[src/hdl/plss_pkg.sv]
// Shared constants and types for the positional list store with sort.
`timescale 1ns / 1ps

package plss_pkg;

	localparam int DEPTH_DEFAULT = 32;

	localparam int MODE_W   = 3;
	localparam int VALUE_W  = 32;
	localparam int POS_W    = 7;
	localparam int COUNT_W  = 7;
	localparam int STATUS_W = 2;
	localparam int IN_DATA_W  = 40;
	localparam int OUT_DATA_W = 40;

	localparam logic [MODE_W-1:0] MODE_INS_HEAD = 3'd0;
	localparam logic [MODE_W-1:0] MODE_INS_TAIL = 3'd1;
	localparam logic [MODE_W-1:0] MODE_INS_POS  = 3'd2;
	localparam logic [MODE_W-1:0] MODE_DEL_HEAD = 3'd3;
	localparam logic [MODE_W-1:0] MODE_DEL_TAIL = 3'd4;
	localparam logic [MODE_W-1:0] MODE_DEL_POS  = 3'd5;
	localparam logic [MODE_W-1:0] MODE_SORT     = 3'd6;
	localparam logic [MODE_W-1:0] MODE_SHOW     = 3'd7;

	localparam logic [STATUS_W-1:0] ST_OK     = 2'd0;
	localparam logic [STATUS_W-1:0] ST_BADPOS = 2'd1;
	localparam logic [STATUS_W-1:0] ST_EMPTY  = 2'd2;
	localparam logic [STATUS_W-1:0] ST_FULL   = 2'd3;

	localparam int CMD_W = 3;
	localparam logic [CMD_W-1:0] CMD_HOLD   = 3'd0;
	localparam logic [CMD_W-1:0] CMD_INSERT = 3'd1;
	localparam logic [CMD_W-1:0] CMD_DELETE = 3'd2;
	localparam logic [CMD_W-1:0] CMD_SWAP   = 3'd3;
	localparam logic [CMD_W-1:0] CMD_ROTATE = 3'd4;

	// broadcast to every cell each cycle
	typedef struct packed {
		logic [CMD_W-1:0]          op;
		logic                      phase;
		logic [COUNT_W-1:0]        at;
		logic [COUNT_W-1:0]        count;
		logic signed [VALUE_W-1:0] value;
	} cell_cmd_t;

endpackage

[src/hdl/plss_cell.sv]
// One list entry: holds a value and moves it to or from its neighbors.
`timescale 1ns / 1ps

module plss_cell
	import plss_pkg::*;
#(
	parameter int IDX = 0
) (
	input  logic                      clk,
	input  cell_cmd_t                 cmd,
	input  logic signed [VALUE_W-1:0] left_data,
	input  logic signed [VALUE_W-1:0] right_data,
	input  logic signed [VALUE_W-1:0] head_data,
	input  logic                      left_gt,
	output logic signed [VALUE_W-1:0] data,
	output logic                      gt
);

	localparam logic [COUNT_W:0] POS_LO = (COUNT_W+1)'(IDX);
	localparam logic [COUNT_W:0] POS_HI = (COUNT_W+1)'(IDX + 1);
	localparam logic             ODD    = 1'(IDX % 2);

	logic signed [VALUE_W-1:0] data_q;
	logic signed [VALUE_W-1:0] data_d;
	logic [COUNT_W:0]          at_x;
	logic [COUNT_W:0]          cnt_x;

	assign at_x  = {1'b0, cmd.at};
	assign cnt_x = {1'b0, cmd.count};
	assign data  = data_q;
	assign gt    = data_q > right_data;

	always_comb begin
		data_d = data_q;
		case (cmd.op)
			CMD_INSERT: begin
				if (POS_LO == at_x)
					data_d = cmd.value;
				else if (POS_LO > at_x && POS_LO <= cnt_x)
					data_d = left_data;
			end
			CMD_DELETE: begin
				if (POS_LO >= at_x && POS_HI < cnt_x)
					data_d = right_data;
			end
			CMD_ROTATE: begin
				if (POS_HI < cnt_x)
					data_d = right_data;
				else if (POS_HI == cnt_x)
					data_d = head_data;
			end
			CMD_SWAP: begin
				// lower cell of a pair keeps the min, upper keeps the max
				if (ODD == cmd.phase && POS_HI < cnt_x && gt)
					data_d = right_data;
				else if (ODD != cmd.phase && POS_LO != '0 && POS_LO < cnt_x && left_gt)
					data_d = left_data;
			end
			default: data_d = data_q;
		endcase
	end

	always_ff @(posedge clk) begin
		data_q <= data_d;
	end

endmodule

[config.mk]
export PLATFORM = sky130hd
export DESIGN_NAME = plss_cell
export DESIGN_NICKNAME = d
export VERILOG_FILES = /design/src/hdl/plss_pkg.sv /design/src/hdl/plss_cell.sv
export SDC_FILE = /design/constraint.sdc
export NUM_CORES = 1
export LEC_CHECK = 0
export ABC_CLOCK_PERIOD_IN_PS = 5630
export BUFFER_PORTS_ARGS = -buffer_cell sky130_fd_sc_hd__buf_4
export CORE_MARGIN = 1.5
export CORE_UTILIZATION = 35
export CTS_BUF_LIST = sky130_fd_sc_hd__clkbuf_8
export DETAILED_ROUTE_END_ITERATION = 10
export PLACE_DENSITY = 0.67
export SLEW_MARGIN = 20
export SYNTH_ARGS = -nofsm -noshare
export SYNTH_HDL_FRONTEND = slang
export SYNTH_SLANG_ARGS = --single-unit
export TNS_END_PERCENT = 5
[constraint.sdc]
create_clock -name clk -period 5.63 [get_ports clk]
set_clock_uncertainty 0.2 [all_clocks]
set_input_delay 0.563 -clock clk [delete_from_list [all_inputs] [get_ports clk]]
set_output_delay 0.563 -clock clk [all_outputs]
set_load 0.01 [all_outputs]
After elaboration in Yosys (flattened, before gate mapping):

Cells that the tools add are included.

* register bits: 32
* output and inout port bits: 33

* $lt $le $gt $ge: 5
* equal/unequal tests: 9
* multiplexer cells: 7
* bitwise operators: 1
* reductions and logical operators: 7

Operators by type and width (number)
* $mux 32: 6
* $pmux 32 s4: 1
* $gt 32x32->1: 1
* $logic_not 8->1: 1
* $eq 1x7->1 const A: 1
* $ge 1x7->1 const A: 1
* $gt 1x7->1 const A: 1
* $le 1x7->1 const A: 1
* $lt 1x7->1 const A: 1
* $eq 3x2->1 const B: 2
* $ne 3x3->1 const B: 2
* $reduce_and 5->1: 1
* $logic_and 1x1->1: 4
* $ne 2x2->1 const B: 2
* $reduce_bool 4->1: 1
* $eq 3x1->1 const B: 1
* $eq 3x3->1 const B: 1
* $not 1->1: 1

Logic depth before layout (Yosys ltp):

Gate-level depths: netlist of run 1.

* depth in word-level cells: 5
* gate-level depth with buffers: 8
* mapped depth without buffers: 8

Worst setup path before layout of run 1:

Ideal clock, no wire load.

* path type: in2reg
* start point: input right_data[23]
* end point: register data_q[0], in the netlist data[0] (enable)
* arrival: 4.107 ns
* setup slack: 0.862 ns
* stages on the path: 8
* path buffers: 0
* cells stage by stage: inv_1 > ha_1 > nand4_1 > nor4_1 > nand2_1 > o211ai_1 > nor4_1 > nor3_1

* cells in the longest elaborated chain, start to end: 4

RTL lines
* from (decl): RTL line plss_cell.sv:12 `input logic signed [VALUE_W-1:0] right_data,`
* $gt 32x32->1: RTL line plss_cell.sv:31 `assign gt = data_q > right_data;`
* $logic_and 1x1->1: RTL line plss_cell.sv:54 `if (ODD == cmd.phase && POS_HI < cnt_x && gt)`
* $ne 2x2->1 (no source line)
* $reduce_and 5->1 (no source line)
* to (signal assigned): RTL line plss_cell.sv:64 `data_q <= data_d;`
* to (decl): RTL line plss_cell.sv:23 `logic signed [VALUE_W-1:0] data_q;`

No other way between the ends.
A chain may end at the register's enable or synchronous reset.

Worst setup path after layout of run 1:

* start point: register data_q[19], in the netlist data[19]
* end point: output gt

* cells in the longest elaborated chain, start to end: 1

RTL lines
* $gt 32x32->1: RTL line plss_cell.sv:31
* to (decl): RTL line plss_cell.sv:16 `output logic gt`

No other way between the ends.

==> impl_metrics.env, run 1 <==
export IMPL_rsz0062_at_grt="no"
export IMPL_design_area_sq_um=4249
export IMPL_avgRoutedWirePerCell_microns=15.38
export IMPL_critical_path_max_stage_delay_ps=630
export IMPL_floorplan_initialDensity=0.3590
export IMPL_vias=3070
export IMPL_post_synth_inst_count=321
export IMPL_first_iter_violations=150
export IMPL_power_mw=0.7404
export IMPL_antenna_found_initial=0
export IMPL_ys_seq_elements=32
export IMPL_post_dp_cell_area_sq_um=4168
export IMPL_h_tree_depth=2
export IMPL_drt_pre_antenna_iters=5
export IMPL_worst_hold_path_type="input port to flop"
export IMPL_antennaDiodeCount=0
export IMPL_gr_usage_all_layers=0.2170
export IMPL_period_minus_ws_final_ps=3441
export IMPL_seqPwrFrac=0.412
export IMPL_drt_total_wl_microns=9179
export IMPL_grt_start_max_net_pins=33
export IMPL_run_status="finished clean"
export IMPL_register_area_sq_um=960.9
export IMPL_startpoint_type_of_the_worst_setup_path="flop"
export IMPL_setup_cp_type="flop to output port"
export IMPL_cp_max_fanout=4
export IMPL_total_of_buffers_placed_on_input_and_output_ports=179
export IMPL_slew_headroom=0.3082
export IMPL_power_net_switching_mw=0.2173
export IMPL_hold_buffers=0
export IMPL_totalNegativeSetupSlack_ps=0
export IMPL_setup_worst_path_start="data[19]"
export IMPL_cts_root_buffer_cell="clkbuf_8"
export IMPL_tritoncts="yes"
export IMPL_critPathArrivalTime_ps=2680
export IMPL_cts_repair_timing_setup_buffer_count=0
export IMPL_post_drt_via_cell_ratio=5.142
export IMPL_setup_viol=0
export IMPL_fmax_mhz=290.6
export IMPL_placementRows=32
export IMPL_ant_nets=0
export IMPL_worst_path_cell_chain="ha_1 > nand4_1 > nor4_1 > o2111ai_1 > o211ai_1 > nor3_1 > a211oi_1 > buf_4"
export IMPL_num_cts_buffers=5
export IMPL_dp_hpwl_microns=7204
export IMPL_syn_mean_instance_area_sq_um=8.552
export IMPL_p_clk_frac=0.225
export IMPL_floorplan_core_area_sq_um=7647
export IMPL_cts_resized_gates=0
export IMPL_power_per_cell_area_nw_per_um2=174.3
export IMPL_synth_sequential_area_ratio=0.3500
export IMPL_i_o_pin_cnt=181
export IMPL_floorplan_die_width_microns=91.56
export IMPL_hold_violations=0
export IMPL_multi_input_comb_area_sq_um=1574
export IMPL_die_area_sq_um=8383
export IMPL_final_net_count=675
export IMPL_worst_slew_pin_transition_ps=1030
export IMPL_worst_path_max_delay_cell="nor4_1"
export IMPL_drive_gt1_frac=0.3960
export IMPL_hold_path_startpoint="head_data[11]"
export IMPL_synth_largest_area_cell="edfxtp_1"
export IMPL_flow_area_growth_from_synthesis_pct=54.79
export IMPL_clkTransAtPathRegs_ps=70
export IMPL_required_ps=4870
export IMPL_cp_end_kind="output port"
export IMPL_total_leakage_power_nw=2.114
export IMPL_synth_lib_cells_used_distinct=30
export IMPL_synth_area_sq_um=2745
export IMPL_synth_top_area_share=0.3500
export IMPL_clk_latency_ps=280
export IMPL_maxCapViolCount=0
export IMPL_share_comb_of_total_power=0.363
export IMPL_max_rail_drop_vdd_mv=0.08032
export IMPL_r2r_start="data[19]"
export IMPL_yosysWarningCount=0
export IMPL_fin_crit_share=0.6112
export IMPL_power_report_internal_total_mw=0.5231
export IMPL_floorplan_die_height_microns=91.56
export IMPL_first_global_vias=3005
export IMPL_clockBufferDepth=2
export IMPL_numClockSinks=32
export IMPL_largest_reg_flops=32
export IMPL_grt_overflow=0
export IMPL_synth_area_top_cells="edfxtp_1 (35%), ha_1 (15%), a221o_1 (12%)"
export IMPL_drc=0
export IMPL_num_fill_cells=749
export IMPL_final_max_slew_violation_count=0
export IMPL_grt_pass1_wl_microns=14470
export IMPL_place_gp_congestion=0.8245
export IMPL_switching_share=0.2935
export IMPL_mappedNetlistNets=501
cell usage after synthesis, drive strengths merged:
cell and n:
a211oi 3, nor3b 1, or4 2, nor2b 1, a221o 33, nand4 6
a21o 2, buf 7, o21ai 7, and3 2, edfxtp 32, a21oi 46
nand3b 1, nand3 3, clkbuf 9, nor4 4, o2111ai 1, a221oi 1
nand2 77, inv 36, o211ai 2, nand2b 2, nor3 4, ha 32
nor2 7
kinds of logic after synthesis:
logic type      count (synthesis)  synth area share
flops                          32            0.3500
compound gates                 95            0.2425
fa+ha+maj                      32            0.1459
simple gates                  110            0.1764
buf+inv                        52           0.08523
layout by cell type (no fill, tap or decap), types with 3 or more instances in the layout:
| master | instances |
|---|---|
| nor3_1 | 3 |
| nor4_1 | 3 |
| a221o_1 | 33 |
| nand4_1 | 6 |
| ha_1 | 32 |
| inv_1 | 37 |
| nor2_1 | 6 |
| o21ai_0 | 6 |
| nand2_1 | 76 |
| buf_4 | 183 |
| edfxtp_1 | 32 |
| a211oi_1 | 3 |
| nand3_1 | 3 |
| a21oi_1 | 46 |
| clkbuf_8 | 5 |
power groups by stage:
stage	Sequential [mW]	Clock [mW]	Combinational, mW
after floorplan	0.320	0	0.110
after global placement	0.309	0	0.265
after detailed placement	0.310	0	0.268
after CTS	0.305	0.174	0.270
after global routing	0.307	0.183	0.297
final	0.305	0.167	0.269
cell type report:
type,instances,area share
inverter,36,0.03180
tap,102,0.03004
sequential,32,0.2261
clock buffer,5,0.01620
timing repair buffer,183,0.3233
clock inverter,2,0.002061
multi-input combinational,237,0.3704
stage by stage:
step	util	std cells	setup slack [ps]	hold WS [ps]
after floorplan	-	321	862.3	577.2
after global routing	0.5556	597	1803	365.3
final	0.5556	597	2189	380.8
after detailed placement	0.5450	590	1983	666.3
after global placement	0.5450	590	2061	662.6
after CTS	0.5551	597	2184	366.4
critical path: cells and delay by family (launching register included):
family                     cells  cell delay (ps)
adders and majority gates      1              340
AOI/OAI and AO/OA              3              640
and+or+nand+nor                3              830
buffers and inverters          1              170
DFF                            1              420
path summary, 6_finish.rpt:
kind	to	slack (ps)	cells after the start
worst max-delay path	gt	2190	8
worst max register to register	data[12]	2420	8
worst min-delay path	data[11]	380	2
worst min register to register	data[3]	1210	4
layer usage:
layer / wire (microns) / up-vias / GRT usage
met1: 3876 / 1409 / 0.2677
met4: 111 / 0 / 0.06510
li1: - / 1535 / -
met3: 592 / 10 / 0.04355
met2: 4599 / 116 / 0.3787
met5: 0 / - / 0
Power figures use the tool's default switching activity.
==> run 2, diff against run 1 <==
Settings changed: ABC_CLOCK_PERIOD_IN_PS 5630 to 3300.
Clock period 5.63 ns to 3.3 ns, I/O delays scaled along.
==> run 2 against run 1 <==
  * Sequential cell count did not move
  * Register-to-register slack worse by 2000 ps
  * Non-clock buffer count is 5 higher
  * Combinational power is 72% higher
  * Sequential power grew 71%
  * Design area rose by 0.91%
  * Count of clock-buffer cells in the layout is the same
  * Die area did not move
  * First-iteration DRC count shrank 31%
  * Cell count rose by 0.84%
  * Routed wire length fell by 0.44%
  * Critical endpoint unchanged
  * Largest cell class unchanged
==> impl_metrics.env, run 2 (synthesis results as in run 1) <==
export IMPL_run_status="finished clean"
export IMPL_setup_viol=0
export IMPL_worst_slew_pin_transition_ps=813.2
export IMPL_vias=3099
export IMPL_floorplan_die_height_microns=91.56
export IMPL_cts_resized_gates=0
export IMPL_die_area_sq_um=8383
export IMPL_startpoint_type_of_the_worst_setup_path="flop"
export IMPL_avgRoutedWirePerCell_microns=15.18
export IMPL_placementRows=32
export IMPL_grt_pass1_wl_microns=14360
export IMPL_largest_reg_flops=32
export IMPL_required_ps=2770
export IMPL_grt_start_max_net_pins=33
export IMPL_total_of_buffers_placed_on_input_and_output_ports=179
export IMPL_drt_pre_antenna_iters=4
export IMPL_drt_total_wl_microns=9139
export IMPL_layout_commonest_cell="buf_4"
export IMPL_grt_overflow=0
export IMPL_clkTransAtPathRegs_ps=70
export IMPL_antennaDiodeCount=0
export IMPL_num_fill_cells=752
export IMPL_i_o_pin_cnt=181
export IMPL_totalNegativeSetupSlack_ps=0
export IMPL_numClockSinks=32
export IMPL_rsz0062_at_grt="no"
export IMPL_finalCoreUtilization=0.5607
export IMPL_clk_latency_ps=280
export IMPL_drive_gt1_frac=0.3960
export IMPL_slew_headroom=0.4573
export IMPL_cp_max_fanout=4
export IMPL_setup_cp_type="flop to output port"
export IMPL_floorplan_initialDensity=0.3590
export IMPL_power_per_cell_area_nw_per_um2=294.8
export IMPL_worst_hold_path_type="input port to flop"
export IMPL_clockBufferDepth=2
export IMPL_max_rail_drop_vdd_mv=0.1848
export IMPL_gr_usage_all_layers=0.2174
export IMPL_first_global_vias=3096
export IMPL_drc=0
export IMPL_first_iter_violations=103
export IMPL_hold_buffers=0
export IMPL_fin_crit_share=0.9041
export IMPL_critPathArrivalTime_ps=2450
export IMPL_maxCapViolCount=0
export IMPL_final_net_count=680
export IMPL_antenna_found_initial=0
export IMPL_hold_violations=0
export IMPL_total_leakage_power_nw=2.131
export IMPL_dp_hpwl_microns=7287
export IMPL_post_drt_via_cell_ratio=5.148
export IMPL_power_mw=1.264
export IMPL_floorplan_die_width_microns=91.56
export IMPL_final_cell_mix="buf_4 (188), nand2_1 (77), a21oi_1 (46)"
export IMPL_hold_path_startpoint="head_data[2]"
export IMPL_period_minus_ws_final_ps=2983
export IMPL_cts_root_buffer_cell="clkbuf_8"
export IMPL_num_cts_buffers=5
export IMPL_cts_repair_timing_setup_buffer_count=0
export IMPL_place_gp_congestion=0.8193
export IMPL_tritoncts="yes"
export IMPL_ant_nets=0
export IMPL_fmax_mhz=335.2
export IMPL_cp_end_kind="output port"
export IMPL_flow_area_growth_from_synthesis_pct=56.20
export IMPL_h_tree_depth=2
export IMPL_floorplan_core_area_sq_um=7647
export IMPL_setup_worst_path_start="data[23]"
export IMPL_r2r_start="data[23]"
export IMPL_final_max_slew_violation_count=0
==> run 2: changes by cell type in the layout (fill, tap and decap cells not counted) <==
cell / change
or4_1: +1
nand2_2: -1
nand2_1: +1
inv_1: -1
clkinv_2: -1
clkinv_1: +2
buf_4: +5
nor3_4: +1
or4_2: -1
nor3_2: -1
==> run 2: path summary, 6_finish.rpt <==
path                            cells past startpoint  slack (ps)        to
worst max-delay path                                9         320        gt
worst min-delay path                                2         150   data[2]
worst max register to register                      9         440  data[10]
worst min register to register                      4        1050  data[12]
==> run 2: critical path, stage by stage, from the launching register on <==
cell,delay [ps]
edfxtp_1,400
ha_1,330
nand4_1,130
nor4_1,310
buf_4,180
nand2_1,40
o211ai_1,280
nor3_1,90
a211oi_1,230
buf_4,170
==> run 2: cell type report <==
class                      instances  area (sq um)  area share
clock buffer                       5         68.82     0.01605
clock inverter                     2         7.507    0.001751
inverter                          36         135.1     0.03151
multi-input combinational        237          1577      0.3677
sequential                        32         960.9      0.2241
tap                              102         127.6     0.02976
timing repair buffer             188          1411      0.3292
==> run 2: per-stage QoR <==
stage | instances | setup slack [ps] | instance area (sq um) | hold slack (ps)
2_1_floorplan | 321 | 79.47 | 2756 | 344.2
3_3_place_gp | 595 | 442.4 | 4212 | 430.5
3_5_place_dp | 595 | 425.2 | 4212 | 433.3
4_1_cts | 602 | 322.7 | 4288 | 134.9
5_1_grt | 602 | 93.78 | 4288 | 142.3
6_report | 602 | 316.5 | 4288 | 145.2
==> run 2: per-layer routing <==
metal / track usage / share of wire / routed length, microns / vias to the layer above
li1: - / - / - / 1541
met5: 0 / 0 / 0 / -
met4: 0.06771 / 0.014 / 125 / 0
met1: 0.2549 / 0.41 / 3750 / 1421
met2: 0.3937 / 0.51 / 4661 / 128
met3: 0.04439 / 0.066 / 601 / 9
==> run 2: power by group <==
part	total [mW]	switching [mW]	internal (mW)
registers	0.521	0.0212	0.499
logic	0.462	0.206	0.256
clock network	0.282	0.143	0.139
