--- config.mk ---
export PLATFORM = sky130hd
export DESIGN_NAME = plss_ctrl
export DESIGN_NICKNAME = d
export VERILOG_FILES = /design/src/hdl/plss_pkg.sv /design/src/hdl/plss_ctrl.sv
export SDC_FILE = /design/constraint.sdc
export NUM_CORES = 1
export LEC_CHECK = 0
export BUFFER_PORTS_ARGS = -buffer_cell sky130_fd_sc_hd__buf_2
export CAP_MARGIN = 0
export CORE_MARGIN = 3
export CORE_UTILIZATION = 49
export DETAILED_ROUTE_END_ITERATION = 6
export PLACE_DENSITY = 0.78
export SLEW_MARGIN = 15
export SYNTH_ARGS = -nofsm -noshare
export SYNTH_HDL_FRONTEND = slang
export SYNTH_SLANG_ARGS = --single-unit
--- constraint.sdc ---
create_clock -name clk -period 4.6 [get_ports clk]
set_clock_uncertainty 0.2 [all_clocks]
set_input_delay 0.23 -clock clk [delete_from_list [all_inputs] [get_ports clk]]
set_output_delay 0.23 -clock clk [all_outputs]
set_load 0.01 [all_outputs]
--- src/hdl/plss_pkg.sv ---
// Shared constants and types for the positional list store with sort.
`timescale 1ns / 1ps

package plss_pkg;

	localparam int DEPTH_DEFAULT = 32;

	localparam int MODE_W   = 3;
	localparam int VALUE_W  = 32;
	localparam int POS_W    = 7;
	localparam int COUNT_W  = 7;
	localparam int STATUS_W = 2;
	localparam int IN_DATA_W  = 40;
	localparam int OUT_DATA_W = 40;

	localparam logic [MODE_W-1:0] MODE_INS_HEAD = 3'd0;
	localparam logic [MODE_W-1:0] MODE_INS_TAIL = 3'd1;
	localparam logic [MODE_W-1:0] MODE_INS_POS  = 3'd2;
	localparam logic [MODE_W-1:0] MODE_DEL_HEAD = 3'd3;
	localparam logic [MODE_W-1:0] MODE_DEL_TAIL = 3'd4;
	localparam logic [MODE_W-1:0] MODE_DEL_POS  = 3'd5;
	localparam logic [MODE_W-1:0] MODE_SORT     = 3'd6;
	localparam logic [MODE_W-1:0] MODE_SHOW     = 3'd7;

	localparam logic [STATUS_W-1:0] ST_OK     = 2'd0;
	localparam logic [STATUS_W-1:0] ST_BADPOS = 2'd1;
	localparam logic [STATUS_W-1:0] ST_EMPTY  = 2'd2;
	localparam logic [STATUS_W-1:0] ST_FULL   = 2'd3;

	localparam int CMD_W = 3;
	localparam logic [CMD_W-1:0] CMD_HOLD   = 3'd0;
	localparam logic [CMD_W-1:0] CMD_INSERT = 3'd1;
	localparam logic [CMD_W-1:0] CMD_DELETE = 3'd2;
	localparam logic [CMD_W-1:0] CMD_SWAP   = 3'd3;
	localparam logic [CMD_W-1:0] CMD_ROTATE = 3'd4;

	// broadcast to every cell each cycle
	typedef struct packed {
		logic [CMD_W-1:0]          op;
		logic                      phase;
		logic [COUNT_W-1:0]        at;
		logic [COUNT_W-1:0]        count;
		logic signed [VALUE_W-1:0] value;
	} cell_cmd_t;

endpackage

--- src/hdl/plss_ctrl.sv ---
// Sequencer: decodes items, keeps the count, drives the cells and the result register.
`timescale 1ns / 1ps

module plss_ctrl
	import plss_pkg::*;
#(
	parameter int DEPTH = DEPTH_DEFAULT
) (
	input  logic                      clk,
	input  logic                      arst_n,
	input  logic                      s_tvalid,
	output logic                      s_tready,
	input  logic [MODE_W-1:0]         mode,
	input  logic signed [VALUE_W-1:0] value,
	input  logic [POS_W-1:0]          position,
	output logic                      m_tvalid,
	input  logic                      m_tready,
	output logic [STATUS_W-1:0]       status,
	output logic [COUNT_W-1:0]        count,
	output logic signed [VALUE_W-1:0] element,
	output logic                      last_item,
	input  logic signed [VALUE_W-1:0] head_data,
	output cell_cmd_t                 cmd
);

	localparam logic [1:0] S_IDLE = 2'd0;
	localparam logic [1:0] S_SORT = 2'd1;
	localparam logic [1:0] S_SHOW = 2'd2;
	localparam logic [COUNT_W-1:0] FULL_CNT = COUNT_W'(DEPTH);

	logic [1:0]          state_q, state_d;
	logic [COUNT_W-1:0]  count_q, count_d;
	logic [COUNT_W-1:0]  pass_q, pass_d;
	logic [COUNT_W-1:0]  idx_q, idx_d;
	logic                phase_q, phase_d;

	logic                out_valid_q;
	logic [STATUS_W-1:0] out_status_q;
	logic [COUNT_W-1:0]  out_count_q;
	logic signed [VALUE_W-1:0] out_elem_q;
	logic                out_last_q;

	logic                slot_free;
	logic                accept;
	logic                load;
	logic [STATUS_W-1:0] ld_status;
	logic signed [VALUE_W-1:0] ld_elem;
	logic                ld_last;
	logic                empty;
	logic                full;
	logic                bad_pos;

	assign slot_free = !out_valid_q || m_tready;
	assign s_tready  = (state_q == S_IDLE) && slot_free;
	assign accept    = s_tvalid && s_tready;
	assign empty     = count_q == '0;
	assign full      = count_q == FULL_CNT;
	assign bad_pos   = position == '0 || position > count_q;

	always_comb begin
		state_d   = state_q;
		count_d   = count_q;
		pass_d    = pass_q;
		idx_d     = idx_q;
		phase_d   = phase_q;
		load      = 1'b0;
		ld_status = ST_OK;
		ld_elem   = '0;
		ld_last   = 1'b1;
		cmd.op    = CMD_HOLD;
		cmd.phase = phase_q;
		cmd.at    = '0;
		cmd.count = count_q;
		cmd.value = value;
		case (state_q)
			S_IDLE: begin
				if (accept) begin
					load = 1'b1;
					case (mode)
						MODE_INS_HEAD, MODE_INS_TAIL: begin
							if (full) begin
								ld_status = ST_FULL;
							end else begin
								cmd.op  = CMD_INSERT;
								cmd.at  = (mode == MODE_INS_HEAD) ? '0 : count_q;
								count_d = count_q + 1'b1;
							end
						end
						MODE_INS_POS: begin
							if (bad_pos) begin
								ld_status = ST_BADPOS;
							end else if (full) begin
								ld_status = ST_FULL;
							end else begin
								cmd.op  = CMD_INSERT;
								cmd.at  = position;
								count_d = count_q + 1'b1;
							end
						end
						MODE_DEL_HEAD, MODE_DEL_TAIL: begin
							if (empty) begin
								ld_status = ST_EMPTY;
							end else begin
								cmd.op  = CMD_DELETE;
								cmd.at  = (mode == MODE_DEL_HEAD) ? '0 : count_q - 1'b1;
								count_d = count_q - 1'b1;
							end
						end
						MODE_DEL_POS: begin
							if (empty) begin
								ld_status = ST_EMPTY;
							end else if (bad_pos) begin
								ld_status = ST_BADPOS;
							end else begin
								cmd.op  = CMD_DELETE;
								cmd.at  = position - 1'b1;
								count_d = count_q - 1'b1;
							end
						end
						MODE_SORT: begin
							if (empty) begin
								ld_status = ST_EMPTY;
							end else begin
								load    = 1'b0;
								pass_d  = count_q;
								phase_d = 1'b0;
								state_d = S_SORT;
							end
						end
						default: begin
							if (empty) begin
								ld_status = ST_EMPTY;
							end else begin
								load    = 1'b0;
								idx_d   = '0;
								state_d = S_SHOW;
							end
						end
					endcase
				end
			end
			S_SORT: begin
				// odd-even transposition, one pass per stored entry
				if (pass_q != '0) begin
					cmd.op  = CMD_SWAP;
					pass_d  = pass_q - 1'b1;
					phase_d = ~phase_q;
				end else if (slot_free) begin
					load    = 1'b1;
					state_d = S_IDLE;
				end
			end
			S_SHOW: begin
				// emit the head and rotate; after count steps the order is back
				if (slot_free) begin
					load    = 1'b1;
					ld_elem = head_data;
					ld_last = idx_q == count_q - 1'b1;
					cmd.op  = CMD_ROTATE;
					idx_d   = idx_q + 1'b1;
					if (ld_last)
						state_d = S_IDLE;
				end
			end
			default: state_d = S_IDLE;
		endcase
	end

	always_ff @(posedge clk or negedge arst_n) begin
		if (!arst_n) begin
			state_q     <= S_IDLE;
			count_q     <= '0;
			pass_q      <= '0;
			idx_q       <= '0;
			phase_q     <= 1'b0;
			out_valid_q <= 1'b0;
		end else begin
			state_q <= state_d;
			count_q <= count_d;
			pass_q  <= pass_d;
			idx_q   <= idx_d;
			phase_q <= phase_d;
			if (load)
				out_valid_q <= 1'b1;
			else if (m_tready)
				out_valid_q <= 1'b0;
		end
	end

	always_ff @(posedge clk) begin
		if (load) begin
			out_status_q <= ld_status;
			out_count_q  <= count_d;
			out_elem_q   <= ld_elem;
			out_last_q   <= ld_last;
		end
	end

	assign m_tvalid  = out_valid_q;
	assign status    = out_status_q;
	assign count     = out_count_q;
	assign element   = out_elem_q;
	assign last_item = out_last_q;

endmodule

# == After elaboration in Yosys (flattened, before gate mapping) ==
# Index checks and enable logic that the tools add are counted.
# word_totals
ff_bits,67
inputBits,78
output_inout_bits,94
wordCells,126
# classes
addsub,5
n_lt_le_gt_ge,1
eq_ne,20
muxes,67
n_bitwise,1
n_reduce_logical,22
# ops
cell,count
$mux 7,25
$pmux 7 s4,2
$mux 2,16
$pmux 7 s2,2
$sub 7x1->7 const B,3
$ne 2x2->1 const B,9
$add 7x1->7 const B,2
$logic_not 7->1,2
$mux 1,14
$pmux 2 s3,2
$reduce_and 5->1,2
$eq 3x3->1 const B,3
$pmux 3 s3,1
$pmux 2 s4,1
$eq 7x6->1 const B,1
$eq 7x7->1,1
$gt 7x7->1,1
$reduce_and 7->1,1
$reduce_bool 7->1,1
$reduce_or 7->1,1
$eq 3x2->1 const B,2
$reduce_bool 2->1,3
$reduce_or 6->1,1
$pmux 2 s2,1
other kinds (15),19

# == Depth between registers and ports, before layout ==
# Gate-level depths: netlist (run 1).
# logic_depth
word_depth,7
depth_mapped,11
depth_no_buf,9

# == Least setup slack after synthesis (run 1) ==
# Ideal clock, no wire load.
# synth_timing
path_type,register -> register
start,register count_q[0]
end,"register out_count_q[0] (netlist: count[0]), enable pin"
setup_time_ps,399
arrival_ps,2797
required_ps,4001
slack_ps,1204
path_stages_with_launch,9
n_path_buf,2
period_less_slack_ps,3396
path_cell_list,dfrtp_1 > clkbuf_1 > inv_1 > ha_1 > nand2b_2 > or4_1 > buf_6 > nor2_1 > a2111o_1
# synth_between
elab_chain_len,5
# synth_lines
item,line,rtl
start: declaration,plss_ctrl.sv:32,"logic [COUNT_W-1:0] count_q, count_d;"
start signal: assignment,plss_ctrl.sv:179,count_q <= count_d;
$logic_not 7->1,plss_ctrl.sv:56,assign empty = count_q == '0;
$mux 1,"plss_ctrl.sv:121, plss_ctrl.sv:131",
$mux 1,n/a,
$mux 1,plss_ctrl.sv:77,if (accept) begin
$pmux 1 s3,plss_ctrl.sv:75,case (state_q)
net load,plss_ctrl.sv:45,logic load;
end signal: assignment,plss_ctrl.sv:193,out_count_q <= count_d;
end: declaration,plss_ctrl.sv:39,logic [COUNT_W-1:0] out_count_q;
# The timed path passes the listed nets, and every way through them passes these cells.
# A chain may end at the register's enable or synchronous reset.

==> flow_summary.json, run 1 <==
{
  "status": "finished clean",
  "power_density_nw_per_um2": 576.1,
  "syn_to_final_growth_pct": 19.21,
  "gp_congestion": 0.9045,
  "yosysSeqAreaShare": 0.4395,
  "vias": 3830,
  "crit_slowest_cell": "a21oi_1",
  "setup_tns_ns": 0,
  "crit_path_end_kind": "output port",
  "cts_max_level": 3,
  "postCtsHoldBufs": 33,
  "synth_cells": 452,
  "grt.overflow.total": 0,
  "synth_warnings": 0,
  "drtAntennaViolNets": 0,
  "synth_area_leaders": "edfxtp_1 (29%), dfrtp_1 (15%), buf_4 (5.9%)",
  "ir_worst_vdd_v": 0.0002594,
  "finalSetupViolations": 0,
  "root_buffer": "clkbuf_8",
  "grt_pass1_vias": 3821,
  "die_h_um": 99.60,
  "initial_core_util": 0.5122,
  "fmax_mhz": 273.1,
  "cts_setup_buffers": 0,
  "met2_length_um": 5830,
  "hold_class": "input port to flip-flop",
  "cp_top_family": "compound AO/OA/AOI/OAI gates",
  "wl_per_cell_um": 18.13,
  "netlist_area_um2": 4293,
  "p_comb_frac": 0.455,
  "viasPerCell": 5.803,
  "drv_slew": 0,
  "numCtsBuffers": 9,
  "antenna_cells": 0,
  "synth_top_area_cell": "edfxtp_1",
  "cts_sinks": 67,
  "synth-edff-count": 42,
  "io_pins": 172,
  "worstSkewPairLatency_ns": 0.35,
  "postLayoutCoreUtil": 0.6105,
  "swShare": 0.4274,
  "drive_gt1_frac": 0.2559,
  "dp.cells": 611,
  "crit_path_start_kind": "flip-flop",
  "power_frac_clock": 0.146,
  "synth-seq-cells": 67,
  "portBuffers": 107,
  "synth.most_common_cell": "edfxtp_1",
  "fp.dieW_um": 99.60,
  "grt_max_degree": 44,
  "worstPathArrival_ns": 3.23,
  "power.total_uw": 2948,
  "antenna_found_initial": 0,
  "hold_viol": 0,
  "tightest_slew_ns": 0.9559,
  "hold_ws_ns": 0.03899,
  "synthDistinctLibCells": 64,
  "cp.required_ns": 4.17,
  "slew_headroom": 0.3627,
  "synth_top_area_share": 0.2938,
  "post_cts_resize_count": 0,
  "cts_tree": "yes",
  "path_cells": "inv_1, ha_1, nand2b_2, nor4_4, nor2_2, nand3_1, a21oi_1, a21o_1, buf_2",
  "synth_nets": 543,
  "dr.pass1.iters": 5,
  "cap_violations": 0,
  "drt-initial-drc-count": 314,
  "fin_cells": 660,
  "die_area_um2": 9920,
  "syn_area_per_cell_um2": 9.497,
  "p_switching_uw": 1260,
  "setup.worst_path.class": "flip-flop to output port",
  "grt_pass1_wl_um": 19110,
  "clock_path_buffers": 2,
  "synthTopCellsByCount": "edfxtp_1 (42), buf_4 (34), and2_1 (33)",
  "dp_hpwl_um": 8372,
  "clkTransAtPathRegs_ns": 0.08,
  "crit_path_max_fanout": 16,
  "drc": 0,
  "synth-main-ff-cell": "edfxtp_1",
  "routed.top_layer": "met4",
  "p_int_uw": 1688,
  "rsz0062_at_grt": "false",
  "cp.buffers_inverters": 2,
  "seqPwrFrac": 0.399,
  "nets": 641,
  "p_leak_uw": 0.002171,
  "crit_path_max_incr_delay_ns": 0.77,
  "rows": 33,
  "min_period_ns": 3.662,
  "grt_use_total": 0.2428,
  "coreArea_um2": 8382,
  "postSynth.asyncResetShare": 0.3731,
  "finalWirelength_um": 11970,
  "finalCritPeriodShare": 0.7961,
  "m1WireLength_um": 4789,
  "wl_met3_um": 1009
}
==> logic make-up (layout without fill, tap and decap cells) <==
kind of cell    Yosys count  in the layout  synth area share
simple gates            167            167            0.2157
compound gates          119            119            0.1769
buf+inv                  70            173           0.09677
flops                    67             67            0.4395
xor+xnor                 15             15           0.03060
fa+ha+maj                13             13           0.03789
mux                       1              1          0.002623
==> placed cells by master (no fill, tap or decap), types with 3 or more instances in the layout <==
cell type / count
a22oi_1: 4
nor2b_1: 3
nor3_1: 10
nand2b_1: 9
nand2_1: 29
edfxtp_1: 42
nand3b_1: 3
and3_1: 5
or2_1: 3
nand3_1: 14
o21ai_0: 30
a31oi_1: 6
ha_1: 13
xnor2_1: 8
a22o_1: 3
o211ai_1: 6
a21o_1: 3
a21oi_1: 31
clkbuf_8: 9
xor2_1: 7
o22a_1: 3
and2_1: 33
dlygate4sd3_1: 33
dfrtp_1: 25
o22ai_1: 4
clkinvlp_4: 3
nand4_1: 6
nor2_1: 30
buf_2: 107
nor2_2: 3
o21ai_1: 4
or3_1: 4
o31ai_1: 3
inv_1: 13
==> path summary, 6_finish.rpt <==
path	startpoint	slack, ns	cells past startpoint	to
min in group asynchronous	arst_n	0.24	2	count_q[1]$_DFF_PN0_
setup reg to reg	count_q[0]$_DFF_PN0_	1.16	6	count[5]$_DFFE_PP_
hold / removal	m_tready	0.04	3	m_tvalid$_DFFE_PN0P_
setup / recovery	count_q[0]$_DFF_PN0_	0.94	9	cmd[48]
max in group asynchronous	arst_n	3.55	2	idx_q[0]$_DFFE_PN0P_
hold reg to reg	phase_q$_DFFE_PN0P_	0.30	2	phase_q$_DFFE_PN0P_
==> state kept, by name, summed over array words and instances (netlist names) <==
signal / count
element: 32
count: 7
count_q: 7
idx_q: 7
pass_q: 7
state_q: 2
status: 2
last_item: 1
m_tvalid: 1
phase_q: 1
==> layout make-up <==
class / count / area [um2]
Fill cell: 726 / 3264
Multi-Input combinational cell: 315 / 1994
Sequential cell: 67 / 1887
Timing Repair Buffer: 142 / 880.8
Tap cell: 105 / 131.4
Clock buffer: 9 / 123.9
Inverter: 15 / 56.30
Clock inverter: 7 / 43.79
==> metrics by stage <==
step	setup WS, ns	instance area, um2
global route	0.6938	5117
detailed placement	1.199	4619
global placement	1.298	4619
CTS	1.005	5117
floorplan	1.204	4293
finish	0.9378	5117
==> worst reg2reg max path, cell delays in order (launching register included) <==
cell and delay (ns):
dfrtp_1 0.59, inv_1 0.17, ha_1 0.29, nand2b_2 0.15, or4_1 0.71, nor2_1 0.18, a2111o_2 0.74
==> layer usage <==
metal  global-route usage  vias to the layer above
li1                     -                     1802
met1               0.3003                     1784
met2               0.4127                      203
met3              0.05189                       41
met4              0.09874                        0
met5                    0                        -
==> power by group through the flow <==
stage          registers [uW]  clock network [uW]  logic, uW
2_1_floorplan            1240                   0        832
3_3_place_gp             1170                   0       1300
3_5_place_dp             1180                   0       1320
4_1_cts                  1170                 440       1340
5_1_grt                  1210                 466       1490
6_report                 1180                 429       1340
Power figures use the tool's default switching activity.
==> run 2, diff against run 1 <==
CORE_UTILIZATION = 45   (was 49)
PLACE_DENSITY = 0.75   (was 0.78)
clock period = 3.2 ns   (was 4.6 ns; I/O delays follow)
==> run 2 against run 1 <==
Die area is 8.3% higher. Combinational power rose by 61%. Clock power is 78% higher. Setup slack lost 0.69 ns. Highest routed layer unchanged. First-iteration DRC count rose by 2.5%. Largest power group unchanged. Sequential power rose by 36%. Sequential share of layout area fell by 1.4 points. Critical endpoint is now cmd[45]. Non-clock buffer count increased by 13. Register-to-register slack got worse by 0.66 ns. Via count decreased by 0.94%. Worst hold slack better by 0.052 ns. Global-route usage fell by 2.2 points.
==> flow_summary.json, run 2 (synthesized netlist as in run 1, its figures left out) <==
{
  "vias": 3794,
  "coreArea_um2": 9240,
  "crit_slowest_cell": "nor4_4",
  "drv_slew": 0,
  "gp_congestion": 0.9633,
  "grt_max_degree": 42,
  "worstPathArrival_ns": 2.59,
  "cts_tree": "yes",
  "numCtsBuffers": 9,
  "hold_ws_ns": 0.09134,
  "dp_hpwl_um": 8252,
  "cts_setup_buffers": 0,
  "grt_use_total": 0.2212,
  "power_density_nw_per_um2": 851.8,
  "hold_depth": 3,
  "grt.overflow.total": 0,
  "nets": 654,
  "worstSkewPairLatency_ns": 0.34,
  "path_cells": "inv_1, ha_2, nand2b_2, nor4_4, nor2_1, a32o_1, a22oi_1, o32ai_1, buf_2",
  "clock_path_buffers": 2,
  "syn_to_final_growth_pct": 23.81,
  "cts_max_level": 3,
  "finalCritPeriodShare": 0.9222,
  "r2r_slack_ns": 0.50,
  "setup.worst_path.class": "flip-flop to output port",
  "fp.dieW_um": 103.7,
  "timing.rr.end": "count[0]$_DFFE_PP_",
  "cts_sinks": 67,
  "hold_start": "mode[1]",
  "hold_viol": 0,
  "wl_per_cell_um": 17.16,
  "initial_core_util": 0.4646,
  "grt_pass1_vias": 3839,
  "drtAntennaViolNets": 0,
  "antenna_found_initial": 0,
  "finalWirelength_um": 11950,
  "final_cell_mix": "buf_2 (107), edfxtp_1 (42), and2_1 (34), dlygate4sd3_1 (34), a21oi_1 (31)",
  "die_h_um": 103.7,
  "cp.required_ns": 2.84,
  "crit_path_max_incr_delay_ns": 0.39,
  "die_area_um2": 10750,
  "ir_worst_vdd_v": 0.0004835,
  "drt-initial-drc-count": 322,
  "whs_endpoint": "pass_q[6]$_DFFE_PN0P_",
  "viasPerCell": 5.451,
  "drc": 0,
  "p_leak_uw": 0.002270,
  "cp_top_family": "simple AND/OR/NAND/NOR gates",
  "hold_class": "input port to flip-flop",
  "io_pins": 172,
  "r2r_cells": 9,
  "crit_path_end_kind": "output port",
  "grt_pass1_wl_um": 19390,
  "filler_cell_count": 797,
  "fmax_mhz": 338.8,
  "largest_reg_flops": 32,
  "clkTransAtPathRegs_ns": 0.07,
  "root_buffer": "clkbuf_8",
  "rsz0062_at_grt": "false",
  "setup_tns_ns": 0,
  "final_common_cell": "buf_2",
  "crit_path_max_fanout": 6,
  "tightest_slew_ns": 0.6208,
  "slew_headroom": 0.5862,
  "min_period_ns": 2.951,
  "finalSetupViolations": 0,
  "dr.pass1.iters": 5,
  "crit_path_start_kind": "flip-flop",
  "rows": 35,
  "cap_violations": 0,
  "cp.buffers_inverters": 2,
  "status": "finished clean",
  "drive_gt1_frac": 0.2787,
  "portBuffers": 107,
  "rr_startpoint": "count_q[6]$_DFF_PN0_",
  "antenna_cells": 0,
  "crit_start": "count_q[1]$_DFF_PN0_"
}
[run 2: cell types whose count changed in the layout (fill, tap and decap cells not counted), moves of 2 or more]
cell,before,now
buf_4,2,13
bufinv_16,0,2
clkinv_1,2,0
clkinvlp_4,3,1
[run 2: worst max-delay path by stage]
stage | end | cells after the start
3_5_place_dp | count[0]$_DFFE_PP_ | 9
2_1_floorplan | count[0]$_DFFE_PP_ | 8
5_1_grt | cmd[41] | 11
6_report | cmd[45] | 9
3_3_place_gp | count[3]$_DFFE_PP_ | 9
4_1_cts | cmd[44] | 10
[run 2: cell type report]
| class | instances | area (um2) | area share |
|---|---|---|---|
| Multi-Input combinational cell | 315 | 2003 | 0.3769 |
| Clock buffer | 9 | 123.9 | 0.02331 |
| Clock inverter | 6 | 90.09 | 0.01695 |
| Tap cell | 129 | 161.4 | 0.03037 |
| Timing Repair Buffer | 155 | 993.5 | 0.1869 |
| Sequential cell | 67 | 1887 | 0.3550 |
| Inverter | 15 | 56.30 | 0.01059 |
[run 2: worst reg2reg max path: stages, from the launching register on]
cell and delay (ns):
dfrtp_1 0.42, inv_1 0.07, ha_1 0.30, a21oi_1 0.13, o21ai_0 0.12, o21ai_2 0.27
nand2_2 0.22, a41oi_1 0.28, o211ai_1 0.11, a221o_1 0.34
[run 2: per-layer routing]
layer | share of wire | vias up | routed length (um) | GRT usage
li1 | - | 1820 | - | -
met1 | 0.42 | 1727 | 5003 | 0.2695
met2 | 0.47 | 207 | 5573 | 0.3659
met3 | 0.087 | 40 | 1038 | 0.06604
met4 | 0.028 | 0 | 330 | 0.09402
met5 | 0 | - | 0 | 0
[run 2: stage by stage]
stage | worst slack [ns] | total power, uW | utilization | std cells | area [um2]
finish | 0.2488 | 4527 | 0.5752 | 696 | 5315
global route | 0.02988 | 4810 | 0.5752 | 696 | 5315
CTS | 0.1214 | 4496 | 0.5743 | 696 | 5306
detailed placement | 0.4119 | 3699 | 0.5143 | 647 | 4752
global placement | 0.4681 | 3667 | 0.5143 | 647 | 4752
floorplan | 0.2083 | 2979 | - | 452 | 4294
[run 2: power breakdown]
group / switching [uW] / total, uW / internal, uW
sequential: 183 / 1600 / 1420
combinational: 1330 / 2160 / 835
clock: 326 / 763 / 437
total: 1840 / 4530 / 2690
[run 2: repair_timing]
item                                    CTS  global route
resized for setup                         0             4
hold buffers                             34             0
endpoints found under the hold margin    59             0
endpoints found under the setup margin    0             6
